$ cat config.mk
export PLATFORM = sky130hd
export DESIGN_NAME = dual_serial_adc_readout
export DESIGN_NICKNAME = d
export VERILOG_FILES = /design/src/rtl/dsar_pkg.sv /design/src/rtl/dsar_cfg.sv /design/src/rtl/dsar_seq.sv /design/src/rtl/dsar_skid.sv /design/src/rtl/dual_serial_adc_readout.sv
export VERILOG_INCLUDE_DIRS = /design/src /design/src/rtl
export SDC_FILE = /design/constraint.sdc
export NUM_CORES = 1
export LEC_CHECK = 0
export ABC_CLOCK_PERIOD_IN_PS = 9990
export BUFFER_PORTS_ARGS = -buffer_cell sky130_fd_sc_hd__buf_2
export CAP_MARGIN = 20
export CORE_UTILIZATION = 65
export DETAILED_ROUTE_END_ITERATION = 7
export GPL_TIMING_DRIVEN = 0
export PLACE_DENSITY = 0.87
export RECOVER_POWER = 25
export REMOVE_ABC_BUFFERS = 1
export SLEW_MARGIN = 10
export SYNTH_ARGS = -nofsm -noshare
export SYNTH_HDL_FRONTEND = slang
export SYNTH_HIERARCHICAL = 1
export SYNTH_SLANG_ARGS = --single-unit
$ cat constraint.sdc
create_clock -name aclk -period 9.99 [get_ports aclk]
set_input_delay 1.998 -clock aclk [delete_from_list [all_inputs] [get_ports aclk]]
set_output_delay 1.998 -clock aclk [all_outputs]
set_load 0.02 [all_outputs]
$ cat src/rtl/dual_serial_adc_readout_macros.svh
// assertion macros shared by the readout modules
`ifndef DUAL_SERIAL_ADC_READOUT_MACROS_SVH
`define DUAL_SERIAL_ADC_READOUT_MACROS_SVH

// same-cycle implication, checked outside reset
`define DSAR_ASSERT_NOW(label, ante, cons, msg) \
    label: assert property (@(posedge aclk) disable iff (!aresetn) (ante) |-> (cons)) \
        else $error(msg);

// next-cycle implication, checked outside reset
`define DSAR_ASSERT_NEXT(label, ante, cons, msg) \
    label: assert property (@(posedge aclk) disable iff (!aresetn) (ante) |=> (cons)) \
        else $error(msg);

`endif

$ cat src/rtl/dsar_pkg.sv
// shared types, constants and codes of the dual-lane serial adc readout
package dsar_pkg;

    localparam int SAMPLE_BITS = 14;
    localparam int VALUE_W     = 14;
    localparam int BIT_CNT_W   = 4;
    localparam int TICK_W      = 8;
    localparam int MODE_W      = 3;
    localparam int CFG_IDX_W   = 3;

    localparam logic [BIT_CNT_W:0] SAMPLE_BITS_C = (BIT_CNT_W+1)'(SAMPLE_BITS);

    // transfer modes
    localparam logic [MODE_W-1:0] MODE_A_LOW  = 3'd0;
    localparam logic [MODE_W-1:0] MODE_A_HIGH = 3'd1;
    localparam logic [MODE_W-1:0] MODE_B_LOW  = 3'd2;
    localparam logic [MODE_W-1:0] MODE_B_HIGH = 3'd3;
    localparam logic [MODE_W-1:0] MODE_PAIR   = 3'd4;

    // configuration register indexes
    localparam logic [CFG_IDX_W-1:0] REG_CONVERT_LOW = 3'd0;
    localparam logic [CFG_IDX_W-1:0] REG_DUMMY_GAP   = 3'd1;
    localparam logic [CFG_IDX_W-1:0] REG_EDGE        = 3'd2;
    localparam logic [CFG_IDX_W-1:0] REG_CLOCK_HIGH  = 3'd3;
    localparam logic [CFG_IDX_W-1:0] REG_PAIR_GAP    = 3'd4;

    localparam logic [TICK_W-1:0] CONVERT_LOW_RST = 8'd20;
    localparam logic [TICK_W-1:0] DUMMY_GAP_RST   = 8'd10;
    localparam logic [TICK_W-1:0] EDGE_RST        = 8'd5;
    localparam logic [TICK_W-1:0] CLOCK_HIGH_RST  = 8'd10;
    localparam logic [TICK_W-1:0] PAIR_GAP_RST    = 8'd20;

    typedef struct packed {
        logic [TICK_W-1:0] convert_low_ticks;
        logic [TICK_W-1:0] dummy_gap_ticks;
        logic [TICK_W-1:0] edge_ticks;
        logic [TICK_W-1:0] clock_high_ticks;
        logic [TICK_W-1:0] pair_gap_ticks;
    } cfg_t;

    typedef struct packed {
        logic               convert_n;
        logic               chip_select_n;
        logic               serial_clock;
        logic               channel_select;
        logic               idle;
        logic               done_res;
        logic [VALUE_W-1:0] value_first_a;
        logic [VALUE_W-1:0] value_second_a;
        logic [VALUE_W-1:0] value_first_b;
        logic [VALUE_W-1:0] value_second_b;
    } res_t;

endpackage

$ cat src/rtl/dsar_cfg.sv
// timing configuration registers
module dsar_cfg (
    input  logic                           aclk,
    input  logic                           aresetn,
    input  logic                           cfg_valid,
    output logic                           cfg_ready,
    input  logic [dsar_pkg::CFG_IDX_W-1:0] cfg_index,
    input  logic [dsar_pkg::TICK_W-1:0]    cfg_data,
    output dsar_pkg::cfg_t                 cfg
);
    import dsar_pkg::*;

    cfg_t cfg_reg;

    assign cfg_ready = 1'b1;
    assign cfg       = cfg_reg;

    always_ff @(posedge aclk) begin
        if (!aresetn) begin
            cfg_reg.convert_low_ticks <= CONVERT_LOW_RST;
            cfg_reg.dummy_gap_ticks   <= DUMMY_GAP_RST;
            cfg_reg.edge_ticks        <= EDGE_RST;
            cfg_reg.clock_high_ticks  <= CLOCK_HIGH_RST;
            cfg_reg.pair_gap_ticks    <= PAIR_GAP_RST;
        end else if (cfg_valid) begin
            // indexes past the list are dropped
            unique case (cfg_index)
                REG_CONVERT_LOW: cfg_reg.convert_low_ticks <= cfg_data;
                REG_DUMMY_GAP:   cfg_reg.dummy_gap_ticks   <= cfg_data;
                REG_EDGE:        cfg_reg.edge_ticks        <= cfg_data;
                REG_CLOCK_HIGH:  cfg_reg.clock_high_ticks  <= cfg_data;
                REG_PAIR_GAP:    cfg_reg.pair_gap_ticks    <= cfg_data;
                default: ;
            endcase
        end
    end

endmodule

$ cat src/rtl/dsar_seq.sv
// pin sequencer: one tick of the conversion and shift-in sequence per item
module dsar_seq (
    input  logic                        aclk,
    input  logic                        aresetn,
    input  logic                        advance,
    input  logic                        start_req,
    input  logic [dsar_pkg::MODE_W-1:0] mode,
    input  logic                        busy_req,
    input  logic                        dout_a,
    input  logic                        dout_b,
    input  dsar_pkg::cfg_t              cfg,
    output dsar_pkg::res_t              res
);
    import dsar_pkg::*;

    `include "dual_serial_adc_readout_macros.svh"

    localparam logic [3:0] PH_IDLE       = 4'd0;
    localparam logic [3:0] PH_DUMMY_LOW  = 4'd1;
    localparam logic [3:0] PH_DUMMY_GAP  = 4'd2;
    localparam logic [3:0] PH_CONV_LOW   = 4'd3;
    localparam logic [3:0] PH_WAIT_BUSY  = 4'd4;
    localparam logic [3:0] PH_CS_SETUP   = 4'd5;
    localparam logic [3:0] PH_CLK_HIGH   = 4'd6;
    localparam logic [3:0] PH_LOW1       = 4'd7;
    localparam logic [3:0] PH_LOW2       = 4'd8;
    localparam logic [3:0] PH_CS_HOLD    = 4'd9;
    localparam logic [3:0] PH_PAIR_GAP   = 4'd10;

    logic [3:0]           phase_reg, phase_next;
    logic [TICK_W-1:0]    tick_reg, tick_next;
    logic [BIT_CNT_W-1:0] bit_reg, bit_next;
    logic [MODE_W-1:0]    mode_reg, mode_next;
    logic                 second_reg, second_next;
    logic [VALUE_W-1:0]   shift_a_reg, shift_a_next;
    logic [VALUE_W-1:0]   shift_b_reg, shift_b_next;
    logic [VALUE_W-1:0]   fa_reg, fa_next, sa_reg, sa_next;
    logic [VALUE_W-1:0]   fb_reg, fb_next, sb_reg, sb_next;
    logic                 conv_reg, conv_next;
    logic                 cs_reg, cs_next;
    logic                 clk_reg, clk_next;
    logic                 sel_reg, sel_next;
    logic                 done;
    logic [TICK_W-1:0]    limit;
    logic                 over;
    logic                 bit_last;

    // tick budget of the current phase
    always_comb begin
        unique case (phase_reg)
            PH_DUMMY_LOW, PH_CONV_LOW:                 limit = cfg.convert_low_ticks;
            PH_DUMMY_GAP:                              limit = cfg.dummy_gap_ticks;
            PH_CS_SETUP, PH_LOW1, PH_LOW2, PH_CS_HOLD: limit = cfg.edge_ticks;
            PH_CLK_HIGH:                               limit = cfg.clock_high_ticks;
            PH_PAIR_GAP:                               limit = cfg.pair_gap_ticks;
            default:                                   limit = cfg.convert_low_ticks;
        endcase
    end

    // a zero budget behaves as one since entry already counts one tick
    assign over     = (tick_reg >= limit);
    assign bit_last = (({1'b0, bit_reg} + 5'd1) >= SAMPLE_BITS_C);

    always_comb begin
        phase_next   = phase_reg;
        tick_next    = over ? tick_reg : tick_reg + 8'd1;
        bit_next     = bit_reg;
        mode_next    = mode_reg;
        second_next  = second_reg;
        shift_a_next = shift_a_reg;
        shift_b_next = shift_b_reg;
        fa_next      = fa_reg;
        sa_next      = sa_reg;
        fb_next      = fb_reg;
        sb_next      = sb_reg;
        conv_next    = conv_reg;
        cs_next      = cs_reg;
        clk_next     = clk_reg;
        sel_next     = sel_reg;
        done         = 1'b0;
        unique case (phase_reg)
            PH_IDLE: begin
                tick_next = tick_reg;
                if (start_req && mode <= MODE_PAIR) begin
                    mode_next   = mode;
                    second_next = 1'b0;
                    sel_next    = (mode == MODE_A_HIGH) || (mode == MODE_B_HIGH);
                    cs_next     = 1'b1;
                    clk_next    = 1'b1;
                    conv_next   = 1'b0;
                    phase_next  = PH_DUMMY_LOW;
                    tick_next   = 8'd1;
                end
            end
            PH_DUMMY_LOW: begin
                if (over) begin
                    conv_next  = 1'b1;
                    phase_next = PH_DUMMY_GAP;
                    tick_next  = 8'd1;
                end
            end
            PH_DUMMY_GAP: begin
                if (over) begin
                    if (mode_reg == MODE_PAIR) begin
                        sel_next = 1'b1;
                    end
                    conv_next  = 1'b0;
                    phase_next = PH_CONV_LOW;
                    tick_next  = 8'd1;
                end
            end
            PH_CONV_LOW: begin
                if (over) begin
                    conv_next  = 1'b1;
                    phase_next = PH_WAIT_BUSY;
                    tick_next  = 8'd1;
                end
            end
            PH_WAIT_BUSY: begin
                tick_next = tick_reg;
                if (!busy_req) begin
                    phase_next = PH_CS_SETUP;
                    tick_next  = 8'd1;
                end
            end
            PH_CS_SETUP: begin
                if (over) begin
                    cs_next      = 1'b0;
                    bit_next     = '0;
                    shift_a_next = '0;
                    shift_b_next = '0;
                    phase_next   = PH_CLK_HIGH;
                    tick_next    = 8'd1;
                end
            end
            PH_CLK_HIGH: begin
                if (over) begin
                    clk_next   = 1'b0;
                    phase_next = PH_LOW1;
                    tick_next  = 8'd1;
                end
            end
            PH_LOW1: begin
                // sample both lanes at the middle of clock low
                if (over) begin
                    shift_a_next = {shift_a_reg[VALUE_W-2:0], dout_a};
                    shift_b_next = {shift_b_reg[VALUE_W-2:0], dout_b};
                    phase_next   = PH_LOW2;
                    tick_next    = 8'd1;
                end
            end
            PH_LOW2: begin
                if (over) begin
                    clk_next  = 1'b1;
                    tick_next = 8'd1;
                    if (bit_last) begin
                        bit_next   = '0;
                        phase_next = PH_CS_HOLD;
                    end else begin
                        bit_next   = bit_reg + 4'd1;
                        phase_next = PH_CLK_HIGH;
                    end
                end
            end
            PH_CS_HOLD: begin
                if (over) begin
                    cs_next = 1'b1;
                    unique case (mode_reg)
                        MODE_A_LOW:  fa_next = shift_a_reg;
                        MODE_A_HIGH: sa_next = shift_a_reg;
                        MODE_B_LOW:  fb_next = shift_b_reg;
                        MODE_B_HIGH: sb_next = shift_b_reg;
                        default: begin
                            if (second_reg) begin
                                sa_next = shift_a_reg;
                                sb_next = shift_b_reg;
                            end else begin
                                fa_next = shift_a_reg;
                                fb_next = shift_b_reg;
                            end
                        end
                    endcase
                    if (mode_reg == MODE_PAIR && !second_reg) begin
                        second_next = 1'b1;
                        phase_next  = PH_PAIR_GAP;
                        tick_next   = 8'd1;
                    end else begin
                        done       = 1'b1;
                        phase_next = PH_IDLE;
                        tick_next  = '0;
                    end
                end
            end
            PH_PAIR_GAP: begin
                if (over) begin
                    conv_next  = 1'b0;
                    phase_next = PH_CONV_LOW;
                    tick_next  = 8'd1;
                end
            end
            default: begin
                phase_next = PH_IDLE;
                tick_next  = '0;
            end
        endcase
    end

    always_ff @(posedge aclk) begin
        if (!aresetn) begin
            phase_reg  <= PH_IDLE;
            tick_reg   <= '0;
            bit_reg    <= '0;
            mode_reg   <= '0;
            second_reg <= 1'b0;
            fa_reg     <= '0;
            sa_reg     <= '0;
            fb_reg     <= '0;
            sb_reg     <= '0;
            conv_reg   <= 1'b1;
            cs_reg     <= 1'b1;
            clk_reg    <= 1'b1;
            sel_reg    <= 1'b0;
        end else if (advance) begin
            phase_reg  <= phase_next;
            tick_reg   <= tick_next;
            bit_reg    <= bit_next;
            mode_reg   <= mode_next;
            second_reg <= second_next;
            fa_reg     <= fa_next;
            sa_reg     <= sa_next;
            fb_reg     <= fb_next;
            sb_reg     <= sb_next;
            conv_reg   <= conv_next;
            cs_reg     <= cs_next;
            clk_reg    <= clk_next;
            sel_reg    <= sel_next;
        end
    end

    // shift registers are cleared before every read
    always_ff @(posedge aclk) begin
        if (advance) begin
            shift_a_reg <= shift_a_next;
            shift_b_reg <= shift_b_next;
        end
    end

    assign res.convert_n      = conv_next;
    assign res.chip_select_n  = cs_next;
    assign res.serial_clock   = clk_next;
    assign res.channel_select = sel_next;
    assign res.idle           = (phase_next == PH_IDLE);
    assign res.done_res       = done;
    assign res.value_first_a  = fa_next;
    assign res.value_second_a = sa_next;
    assign res.value_first_b  = fb_next;
    assign res.value_second_b = sb_next;

    `DSAR_ASSERT_NOW(a_cs_only_in_read, !cs_reg,
        phase_reg == PH_CLK_HIGH || phase_reg == PH_LOW1 ||
        phase_reg == PH_LOW2 || phase_reg == PH_CS_HOLD,
        "chip select low outside the read phases")
    `DSAR_ASSERT_NOW(a_clk_low_phase, !clk_reg,
        phase_reg == PH_LOW1 || phase_reg == PH_LOW2,
        "serial clock low outside the clock-low phases")
    `DSAR_ASSERT_NOW(a_bit_range, 1'b1, bit_reg < SAMPLE_BITS_C[BIT_CNT_W-1:0] ||
        SAMPLE_BITS_C[BIT_CNT_W],
        "bit counter past the sample length")
    `DSAR_ASSERT_NEXT(a_done_to_idle, advance && done,
        phase_reg == PH_IDLE && cs_reg && conv_reg,
        "completed transfer did not return to idle with lines high")

endmodule

$ cat src/rtl/dsar_skid.sv
// result register with a skid stage so input can take one more item under output stall
module dsar_skid (
    input  logic           aclk,
    input  logic           aresetn,
    input  logic           push,
    input  dsar_pkg::res_t push_data,
    output logic           push_ready,
    output logic           m_valid,
    input  logic           m_ready,
    output dsar_pkg::res_t m_data
);
    import dsar_pkg::*;

    `include "dual_serial_adc_readout_macros.svh"

    res_t out_reg;
    res_t skid_reg;
    logic out_valid_reg;
    logic skid_valid_reg;
    logic pop;

    assign pop        = out_valid_reg && m_ready;
    assign push_ready = !skid_valid_reg;
    assign m_valid    = out_valid_reg;
    assign m_data     = out_reg;

    always_ff @(posedge aclk) begin
        if (!aresetn) begin
            out_valid_reg  <= 1'b0;
            skid_valid_reg <= 1'b0;
        end else if (skid_valid_reg) begin
            if (pop) begin
                skid_valid_reg <= 1'b0;
            end
        end else if (push) begin
            if (out_valid_reg && !m_ready) begin
                skid_valid_reg <= 1'b1;
            end else begin
                out_valid_reg <= 1'b1;
            end
        end else if (pop) begin
            out_valid_reg <= 1'b0;
        end
    end

    always_ff @(posedge aclk) begin
        if (skid_valid_reg) begin
            if (pop) begin
                out_reg <= skid_reg;
            end
        end else if (push) begin
            if (out_valid_reg && !m_ready) begin
                skid_reg <= push_data;
            end else begin
                out_reg <= push_data;
            end
        end
    end

    `DSAR_ASSERT_NOW(a_skid_implies_out, skid_valid_reg, out_valid_reg,
        "skid stage holds an item while the output register is empty")
    `DSAR_ASSERT_NEXT(a_stall_to_skid, push && out_valid_reg && !m_ready,
        skid_valid_reg && out_valid_reg,
        "item pushed under output stall was not kept")

endmodule

$ cat src/rtl/dual_serial_adc_readout.sv
// top level of the dual-lane serial adc readout sequencer
// each accepted item's result is registered in the output stage (skid entry under a stall)
// throughput: one item (one tick) per cycle while s_ready is high; a two-entry output
// stage keeps s_ready high for one extra item while the result side stalls
// reset (aresetn low, synchronous): idle, convert/chip select/clock high, select low,
// stored readings zero, timing registers at their defaults
module dual_serial_adc_readout (
    input  logic                           aclk,
    input  logic                           aresetn,
    input  logic                           s_valid,
    output logic                           s_ready,
    input  logic                           s_start_req,
    input  logic [dsar_pkg::MODE_W-1:0]    s_mode,
    input  logic                           s_busy_req,
    input  logic                           s_dout_a,
    input  logic                           s_dout_b,
    output logic                           m_valid,
    input  logic                           m_ready,
    output logic                           m_convert_n,
    output logic                           m_chip_select_n,
    output logic                           m_serial_clock,
    output logic                           m_channel_select,
    output logic                           m_idle,
    output logic                           m_done_res,
    output logic [dsar_pkg::VALUE_W-1:0]   m_value_first_a,
    output logic [dsar_pkg::VALUE_W-1:0]   m_value_second_a,
    output logic [dsar_pkg::VALUE_W-1:0]   m_value_first_b,
    output logic [dsar_pkg::VALUE_W-1:0]   m_value_second_b,
    input  logic                           cfg_valid,
    output logic                           cfg_ready,
    input  logic [dsar_pkg::CFG_IDX_W-1:0] cfg_index,
    input  logic [dsar_pkg::TICK_W-1:0]    cfg_data
);
    import dsar_pkg::*;

    cfg_t cfg;
    res_t res;
    res_t m_data;
    logic advance;

    assign advance = s_valid && s_ready;

    dsar_cfg u_cfg (
        .aclk      (aclk),
        .aresetn   (aresetn),
        .cfg_valid (cfg_valid),
        .cfg_ready (cfg_ready),
        .cfg_index (cfg_index),
        .cfg_data  (cfg_data),
        .cfg       (cfg)
    );

    dsar_seq u_seq (
        .aclk      (aclk),
        .aresetn   (aresetn),
        .advance   (advance),
        .start_req (s_start_req),
        .mode      (s_mode),
        .busy_req  (s_busy_req),
        .dout_a    (s_dout_a),
        .dout_b    (s_dout_b),
        .cfg       (cfg),
        .res       (res)
    );

    dsar_skid u_skid (
        .aclk       (aclk),
        .aresetn    (aresetn),
        .push       (advance),
        .push_data  (res),
        .push_ready (s_ready),
        .m_valid    (m_valid),
        .m_ready    (m_ready),
        .m_data     (m_data)
    );

    assign m_convert_n      = m_data.convert_n;
    assign m_chip_select_n  = m_data.chip_select_n;
    assign m_serial_clock   = m_data.serial_clock;
    assign m_channel_select = m_data.channel_select;
    assign m_idle           = m_data.idle;
    assign m_done_res       = m_data.done_res;
    assign m_value_first_a  = m_data.value_first_a;
    assign m_value_second_a = m_data.value_second_a;
    assign m_value_first_b  = m_data.value_first_b;
    assign m_value_second_b = m_data.value_second_b;

endmodule

# After elaboration in Yosys (flattened, before gate mapping)
# Index checks and enable logic that the tools add are counted.
[word_totals] register_bits=274 input_bits=23
[op_classes] n_addsub=3 order_cmp=3 n_eq_ne=30 n_mux=79 bitwise=1 n_reduce_logical=39
[op_table] operator="$mux W62" n=4
[op_table] operator="$mux W14" n=15
[op_table] operator="$pmux W14 S2" n=6
[op_table] operator="$pmux W8 S4" n=2
[op_table] operator="$mux W4" n=15
[op_table] operator="$pmux W4 S10" n=1
[op_table] operator="$mux W8" n=4
[op_table] operator="$mux W1" n=26
[op_table] operator="$eq A4 B3 Y1 const B" n=4
[op_table] operator="$eq A3 B2 Y1 const B" n=5
[op_table] operator="$reduce_and A3 Y1" n=5
[op_table] operator="$ne A2 B1 Y1 const B" n=7
[op_table] operator="$eq A4 B4 Y1 const B" n=3
[op_table] operator="$reduce_or A3 Y1" n=4
[op_table] operator="$reduce_and A2 Y1" n=5
[op_table] operator="$reduce_bool A2 Y1" n=5
[op_table] operator="$eq A3 B1 Y1 const B" n=3
[op_table] operator="$pmux W1 S3" n=3
[op_table] operator="$add A8 B1 Y8 const B" n=1
[op_table] operator="$eq A4 B2 Y1 const B" n=2
[op_table] operator="$ge A8 B8 Y1" n=1
[op_table] operator="$logic_not A4 Y1" n=2
[op_table] operator="$pmux W4 S2" n=1
[op_table] operator="$reduce_and A4 Y1" n=2
[op_table] operator="other kinds (17)" n=29

# Depth between registers and ports, before layout
[depth] depth_word=10 mapped_depth=17 depth_no_buf=13

# Hierarchy
# The synthesis kept the hierarchy.
[by_module_without_submodules] mod="dsar_seq" n_inst=1 cells_per_inst=642 area_each_um2=6120.9 seq_area_each_um2=2442.3
[by_module_without_submodules] mod="dsar_skid" n_inst=1 cells_per_inst=207 area_each_um2=4588.2 seq_area_each_um2=3763.6
[by_module_without_submodules] mod="dsar_cfg" n_inst=1 cells_per_inst=151 area_each_um2=1555.2 seq_area_each_um2=800.8
[by_module_without_submodules] mod="dual_serial_adc_readout" n_inst=1 cells_per_inst=1 area_each_um2=6.3 seq_area_each_um2=0.0

# Least setup slack after synthesis
# Ideal clock, no wire load.
[synth_timing] path_kind="input to register" from="input s_valid" to="register u_skid.out_reg (netlist bit u_skid/m_data[0]) (enable)" setup_time_ns=0.503 arrival_time_ns=5.340 required_time_ns=9.487 setup_slack_ns=4.148 stages=3 path_buffers=0 cell_sequence="and2_1 -> mux2i_1 -> a21oi_1"
[synth_between] elab_chain_cells=3
[synth_lines] item="from (decl)" line="dual_serial_adc_readout.sv:10" source="input logic s_valid,"
[synth_lines] item="$logic_and A1 B1 Y1" line="dual_serial_adc_readout.sv:41" source="assign advance = s_valid && s_ready;"
[synth_lines] item="$reduce_bool A2 Y1 (no source line)"
[synth_lines] item="$reduce_and A3 Y1 (no source line)"
[synth_lines] item="to (signal assigned)" line="dsar_skid.sv:49" source="out_reg <= skid_reg;"
[synth_lines] item="to (signal assigned)" line="dsar_skid.sv:55" source="out_reg <= push_data;"
[synth_lines] item="to (decl)" line="dsar_skid.sv:16" source="res_t out_reg;"
# No other way between the ends.
# A chain may end at the register's enable or synchronous reset.

==> impl_metrics.toml <==
[final_layout]
areaGrowthSynthToFinish_pct = 11.4
final_common_cell = "nand2_1"
layout-drive-gt1-share_pct = 19.9
fin_cells = 1311
final_nets = 1095
n_antenna_cell = 0
mostFrequentLayoutCells = "155 x nand2_1, 152 x edfxtp_1, 121 x dfxtp_1, 109 x mux2i_1, 107 x mux2_2"

[setup_path]
worst_ep_required_time_ns = 10.29
cp_max_fo = 34
worstSetupPathType = "register to register"
crit_arrival_ns = 6.04
crit_path_end_kind = "register"
start_kind = "register"

[detailed_routing]
dr_total_vias = 7971
ant_nets = 0
routed_wl_um = 24900
wl_per_cell_um = 19.0
dr.pass1.iters = 5
drt-initial-drc-count = 541
drc = 0
vias_per_cell = 6.08

[floorplanning]
coreArea_um2 = 18200
start_util_pct = 67.4
ios = 88
fp.dieH_um = 139
die_w_um = 139
die_area_um2 = 19400
rows = 49

[clocking]
clock-sinks = 274
clkTransAtPathRegs_ns = 0.06
cts_resized = 0
cts_tree = "done"
cts_inserted_buffers = 27
cts.path.max_buffers = 3
cts_hold_buffers = 0
cts_setup_buffers = 0
cts_max_level = 1
clock_latency_ns = 0.55
cts_root_buf = "clkbuf_16"

[yosys]
yosys_warnings = 6
synthCells = 1001
ys_seq_area_share_pct = 57.1
async_flop_share_pct = 0
netlist-cell-type-count = 78
ys_ff_latch = 274
syn_area_um2 = 12300
synth_ff_type = "edfxtp_1"
synth_edf_count = 152
syn-mean-instance-area_um2 = 12.3

[pwr]
p_leak_nw = 5.51
ir_worst_vdd_v = 0.000135
powerDensity_nw_per_um2 = 175
power_mw = 2.40

[min_path]
min_path_type = "register to register"

[timing]
timing.fmax_mhz = 174
skew_ns = 0.0142
slew-limit-headroom_pct = -60.3
slew_violations = 71
period_share_pct = 57.4
finalHoldViolCount = 0
rsz0062_at_grt = "no"
worst_pin_slew_ns = 2.37
hold-worst-slack_ns = 0.457
layout_min_cycle_time_ns = 5.74
fin_tns_setup_ns = 0
final-setup-viol-count = 0

[placement]
numPlacedInstances = 1260
portBuffers = 86
dp_hpwl_um = 15300
gp_congestion = 0.883

[job]
max-cap-violations = 3

[outcome]
violations = "capacitance limit, slew limit"
status = "complete, but fails checks"

[global_route]
grt_max_degree = 82
gr-total-overflow = 0
grt_pass1_vias = 7824
grt_use_total_pct = 25.8
antenna_found_initial = 0
grt_first_pass_wirelength_um = 40300
[per-layer routing]
metal | wire length, um | vias to the layer above | share of wire [%] | GRT usage [%]
met2 | 12100 | 259 | 49 | 43.6
met1 | 10900 | 3917 | 44 | 34.3
li1 | - | 3758 | - | -
met5 | 0 | - | 0 | 0
met4 | 569 | 0 | 2.3 | 7.89
met3 | 1320 | 37 | 5.3 | 3.96
[through the flow]
stage	setup WS, ns	area, um2	utilization (%)
2_1_floorplan	3.72	11900	-
3_3_place_gp	1.92	12700	69.5
3_5_place_dp	4.60	12900	70.6
4_1_cts	4.54	13700	75.4
5_1_grt	3.92	13700	75.0
6_report	4.25	13700	75.0
[final cells by class]
class                   count  area [um2]
clock buffers              29         683
clock inverters            21         178
fillers                  1153        4540
inverters                  10        37.5
multi-input cells         652        4910
flip-flops and latches    274        7010
well taps                 229         287
repair buffers             96         559
[cell usage after synthesis, types with 6 or more instances]
library cell,number,share of area [%]
edfxtp_1,152,37
and2_1,33,1.7
nand2b_1,7,0.36
mux2i_1,109,8.9
ha_1,11,1.1
a21oi_1,18,0.73
nand3_1,7,0.29
and3_1,9,0.46
a221oi_1,9,0.64
nor2b_1,24,1.2
nor3_1,6,0.24
mux2_1,11,1.0
nand2_1,155,4.7
inv_1,9,0.28
o21ai_0,18,0.73
buf_2,21,0.86
nor2_1,28,0.86
mux2_2,107,9.8
buf_4,7,0.43
dfxtp_1,122,20
or3_1,7,0.36
clkbuf_1,30,0.92
[cell families (layout without fill, tap and decap cells)]
logic type	Yosys count	count (layout)	share of synthesized area, %
buffers and inverters	75	156	3.04
and+or+nand+nor	311	311	12.8
other	1	1	0.0306
muxes	227	227	19.7
AOI/OAI and AO/OA	97	97	5.84
xor gates and xnor gates	5	5	0.357
adders and majority gates	11	11	1.12
DFF	274	274	57.1
[critical path, stage by stage, from the launching register on]
cell	delay [ns]
dfxtp_1	1.36
nor2b_1	0.49
nand2_1	0.19
o21ai_0	0.10
a221oi_1	0.36
ha_1	0.33
a31oi_1	0.17
nor2b_1	0.10
o21ai_1	0.72
a21oi_4	0.24
nand2_1	0.68
mux2_2	0.44
mux2_2	0.28
[power by group]
group | internal, mW | switching (mW) | total (mW) | leakage (nW)
registers | 1.23 | 0.0178 | 1.25 | 2.44
clock network | 0.552 | 0.436 | 0.988 | 0.428
logic | 0.0548 | 0.107 | 0.162 | 2.64
[final timing paths]
kind	start	slack (ns)	to	cells after the start
setup / recovery	u_seq/phase_reg[2]	4.25	u_skid/m_data[1]	12
hold / removal	u_seq/sa_reg[5]	0.46	u_seq/sa_reg[5]	2
setup reg to reg	u_seq/phase_reg[2]	4.25	u_skid/m_data[1]	12
hold reg to reg	u_seq/sa_reg[5]	0.46	u_seq/sa_reg[5]	2
(Power assumes the default switching activity.)
